==> config.mk <==
export PLATFORM = sky130hd
export DESIGN_NAME = lfir_mul
export DESIGN_NICKNAME = d
export VERILOG_FILES = /design/src/lfir_pkg.sv /design/src/lfir_mul.sv
export SDC_FILE = /design/constraint.sdc
export NUM_CORES = 1
export LEC_CHECK = 0
export BUFFER_PORTS_ARGS = -buffer_cell sky130_fd_sc_hd__buf_2
export CAP_MARGIN = 20
export CELL_PAD_IN_SITES_DETAIL_PLACEMENT = 1
export CELL_PAD_IN_SITES_GLOBAL_PLACEMENT = 1
export CORE_MARGIN = 2
export CORE_UTILIZATION = 40
export CTS_CLUSTER_SIZE = 12
export DETAILED_ROUTE_END_ITERATION = 8
export PLACE_DENSITY_LB_ADDON = 0.3
export REMOVE_ABC_BUFFERS = 1
export SLEW_MARGIN = 10
export SYNTH_ARGS = -nofsm -noshare
export SYNTH_HDL_FRONTEND = slang
export SYNTH_SLANG_ARGS = --single-unit
export TNS_END_PERCENT = 20
==> constraint.sdc <==
create_clock -name clk -period 8.2 [get_ports clk]
set_clock_uncertainty 0.15 [all_clocks]
set_input_delay 0.41 -clock clk [delete_from_list [all_inputs] [get_ports clk]]
set_output_delay 0.41 -clock clk [all_outputs]
set_load 0.05 [all_outputs]
==> src/lfir_pkg.sv <==
// Shared types and constants for the long FIR convolution filter.
`default_nettype none

package lfir_pkg;

  localparam int SAMPLE_W    = 24;
  localparam int COEF_W      = 18;
  localparam int GAIN_W      = 16;
  localparam int TAPS_W      = 11;
  localparam int COEF_IDX_W  = 10;
  localparam int PROD_W      = SAMPLE_W + COEF_W;
  localparam int CHUNK_W     = 23;
  localparam int CHUNKS      = 3;
  localparam int S_TDATA_W   = 56;
  localparam int M_TDATA_W   = 24;
  localparam int APB_DATA_W  = 32;
  localparam int APB_ADDR_W  = 3;

  localparam int MAX_TAPS_DEFAULT = 1024;

  localparam logic [GAIN_W-1:0]   GAIN_RESET = 16'd4096;
  localparam logic [SAMPLE_W-1:0] SAMPLE_MAX = 24'h7FFFFF;
  localparam logic [SAMPLE_W-1:0] SAMPLE_MIN = 24'h800000;

  typedef enum logic [0:0] {
    REG_GAIN = 1'b0,
    REG_TAPS = 1'b1
  } reg_idx_t;

endpackage

`default_nettype wire

==> src/lfir_mul.sv <==
// Shared registered signed multiplier used for taps and gain scaling.
`default_nettype none

module lfir_mul (
  input  wire logic                                clk,
  input  wire logic signed [lfir_pkg::SAMPLE_W-1:0] a,
  input  wire logic signed [lfir_pkg::COEF_W-1:0]   b,
  output logic      signed [lfir_pkg::PROD_W-1:0]   prod
);

  import lfir_pkg::*;

  always_ff @(posedge clk) begin
    prod <= a * b;
  end

endmodule

`default_nettype wire

==> impl_metrics.yaml <==
global_route:
  antenna_found_initial: 0
  grt_pass1_wl_um: 73800
  gr-total-overflow: 0
  first_global_vias: 13810
  grt_use_total_pct: 22.0
  grt_max_degree: 25
die:
  num_rows: 74
  num_io_pins: 85
  die_area_sq_mm: 0.0429
  die_y_um: 207
  initial_utilization_pct: 40.5
  die_x_um: 207
  coreArea_sq_mm: 0.0407
routing:
  totalWireLength_um: 43900
  num_vias: 11666
  vias_per_cell: 4.96
  dr.pass1.iters: 5
  routedWlPerCell_um: 18.7
  dr.first_iter.drc_count: 474
  postRouteAntennaNets: 0
  drc: 0
yosys:
  synth_seq_cells: 42
  synth_top_area_share_pct: 51.6
  synth_commonest_cells: "503 x inv_1, 425 x fa_1, 270 x nand2_1, 154 x and2_1, 105 x ha_1"
  synth.avg_cell_area_sq_um: 9.12
  synth_ff_type: "dfxtp_1"
  synth_area_sq_mm: 0.0165
  postSynthCellCount: 1809
  async_reset_ff_share_pct: 0
  synth.most_common_cell: "inv_1"
  ys_top_cells_by_area: "fa_1 52%, inv_1 11%, ha_1 8.0%"
  synth_edf_count: 0
  yosys_warnings: 0
  ys_seq_area_share_pct: 5.10
  yosysUniqueCellTypes: 62
  yosysTopAreaCell: "fa_1"
critical_path:
  path_class: "in -> reg"
  crit_path_start_kind: "input port"
  crit_required_ps: 8270
  worstPathArrival_ps: 6740
  cp-end-kind: "flop"
  path_max_fanout: 18
status:
  outcome: "finished clean"
layout:
  drive_above_1_share_pct: 6.15
  final_nets: 2394
  top_regs: "prod (42)"
  top_register: "prod"
  area_growth_pct: 5.65
  largest_reg_flops: 42
  antenna_cells: 0
  instances_no_fill: 2354
flow_run:
  drv_cap: 0
timing:
  tns_ps: 0
  fin_crit_ps: 6670
  max_freq_mhz: 150
  grt_setup_unrepaired: "no"
  finalWorstSetupSlack_ps: 1530
  tightest_slew_ps: 794
  relSlewSlack_pct: 45.7
  period_share_pct: 81.4
  hold_viol_final: 0
  slew_viol_final: 0
  setup_violations: 0
clock_tree:
  cts_root_buffer: "clkbuf_16"
  holdBufCountCts: 0
  h-tree-depth: 2
  clock_path_buffers: 2
  clock-sinks: 42
  cts_tree: "yes"
  numCtsBuffers: 5
  postCtsSetupBuffers: 0
  cts_resized: 0
  cts.clk_slew.worst_paths_ps: 80
place:
  dp.cells: 2346
  dp_hpwl_um: 36400
  preCtsSetupSlack_ps: 1090
  portBuffers: 84
  place_congestion: 0.865
min_path:
  hp-class: "in -> reg"
metrics by stage:
step	hold WS, ps	area (sq um)	util [%]
after floorplan	382	16200	-
after global routing	456	17400	42.8
after global placement	728	17300	42.4
after CTS	429	17400	42.8
after detailed placement	731	17300	42.4
final	430	17400	42.8
worst paths after layout:
path              start  slack (ps)  cells after the start       end
hold / removal     b[0]         430                      2   prod[0]
setup / recovery  b[17]        1530                     20  prod[40]
cell usage in the layout, fill, tap and decap left out, types with 3 or more instances in the layout:
master	synthesis	final
nand4_1	6	6
fa_1	425	425
xor2_1	11	11
a31oi_1	3	3
nor2_1	31	31
and2_1	154	154
nor3_1	12	12
o21ai_1	5	5
inv_1	503	503
buf_2	3	84
ha_1	105	105
a21oi_1	30	30
nand2b_1	10	10
a2111oi_0	3	3
a21o_1	11	11
nor3b_1	3	3
dfxtp_1	42	42
nand2_1	270	270
o21ai_0	10	10
nand3_1	8	8
o21bai_1	5	5
o21a_1	4	4
clkbuf_16	0	5
xnor2_1	29	29
critical path: stages:
cell and delay [ps]:
buf_2 270, clkinv_1 580, nor2_1 300, fa_1 480
fa_1 540, fa_1 440, fa_1 420, fa_1 520
inv_1 50, fa_1 470, inv_1 50, ha_1 480
nand2_1 90, o21ai_1 210, a31oi_1 60, o21ai_0 300
a22oi_2 270, o41ai_4 450, mux2i_1 240, nand4_1 90
cell families (layout without fill, tap and decap cells):
family,count (synthesis),after routing,share of synthesized area (%)
simple gates,510,510,14.9
flops,42,42,5.10
fa+ha+maj,530,530,59.6
xor+xnor,40,40,2.12
compound gates,99,99,4.80
mux,2,2,0.121
buf+inv,586,599,13.4
routing by layer:
layer / global-route usage, % / part of all wire (%) / up-vias
li1: - / - / 5184
met1: 26.9 / 41 / 6229
met2: 41.0 / 54 / 185
met3: 2.37 / 2.8 / 68
met4: 6.08 / 2.6 / 0
met5: 0 / 0 / -
final cells by class:
type	instances	area, sq um
clock buffers	6	129
clock inverters	2	13.8
multi-input cells	1181	13400
well taps	532	666
flip-flops and latches	42	841
fillers	4819	23300
inverters	506	1900
repair buffers	85	428
Power is left out: the tool's default activity adds up to more than one toggle a clock period on the data nets, which glitch-free logic cannot reach.
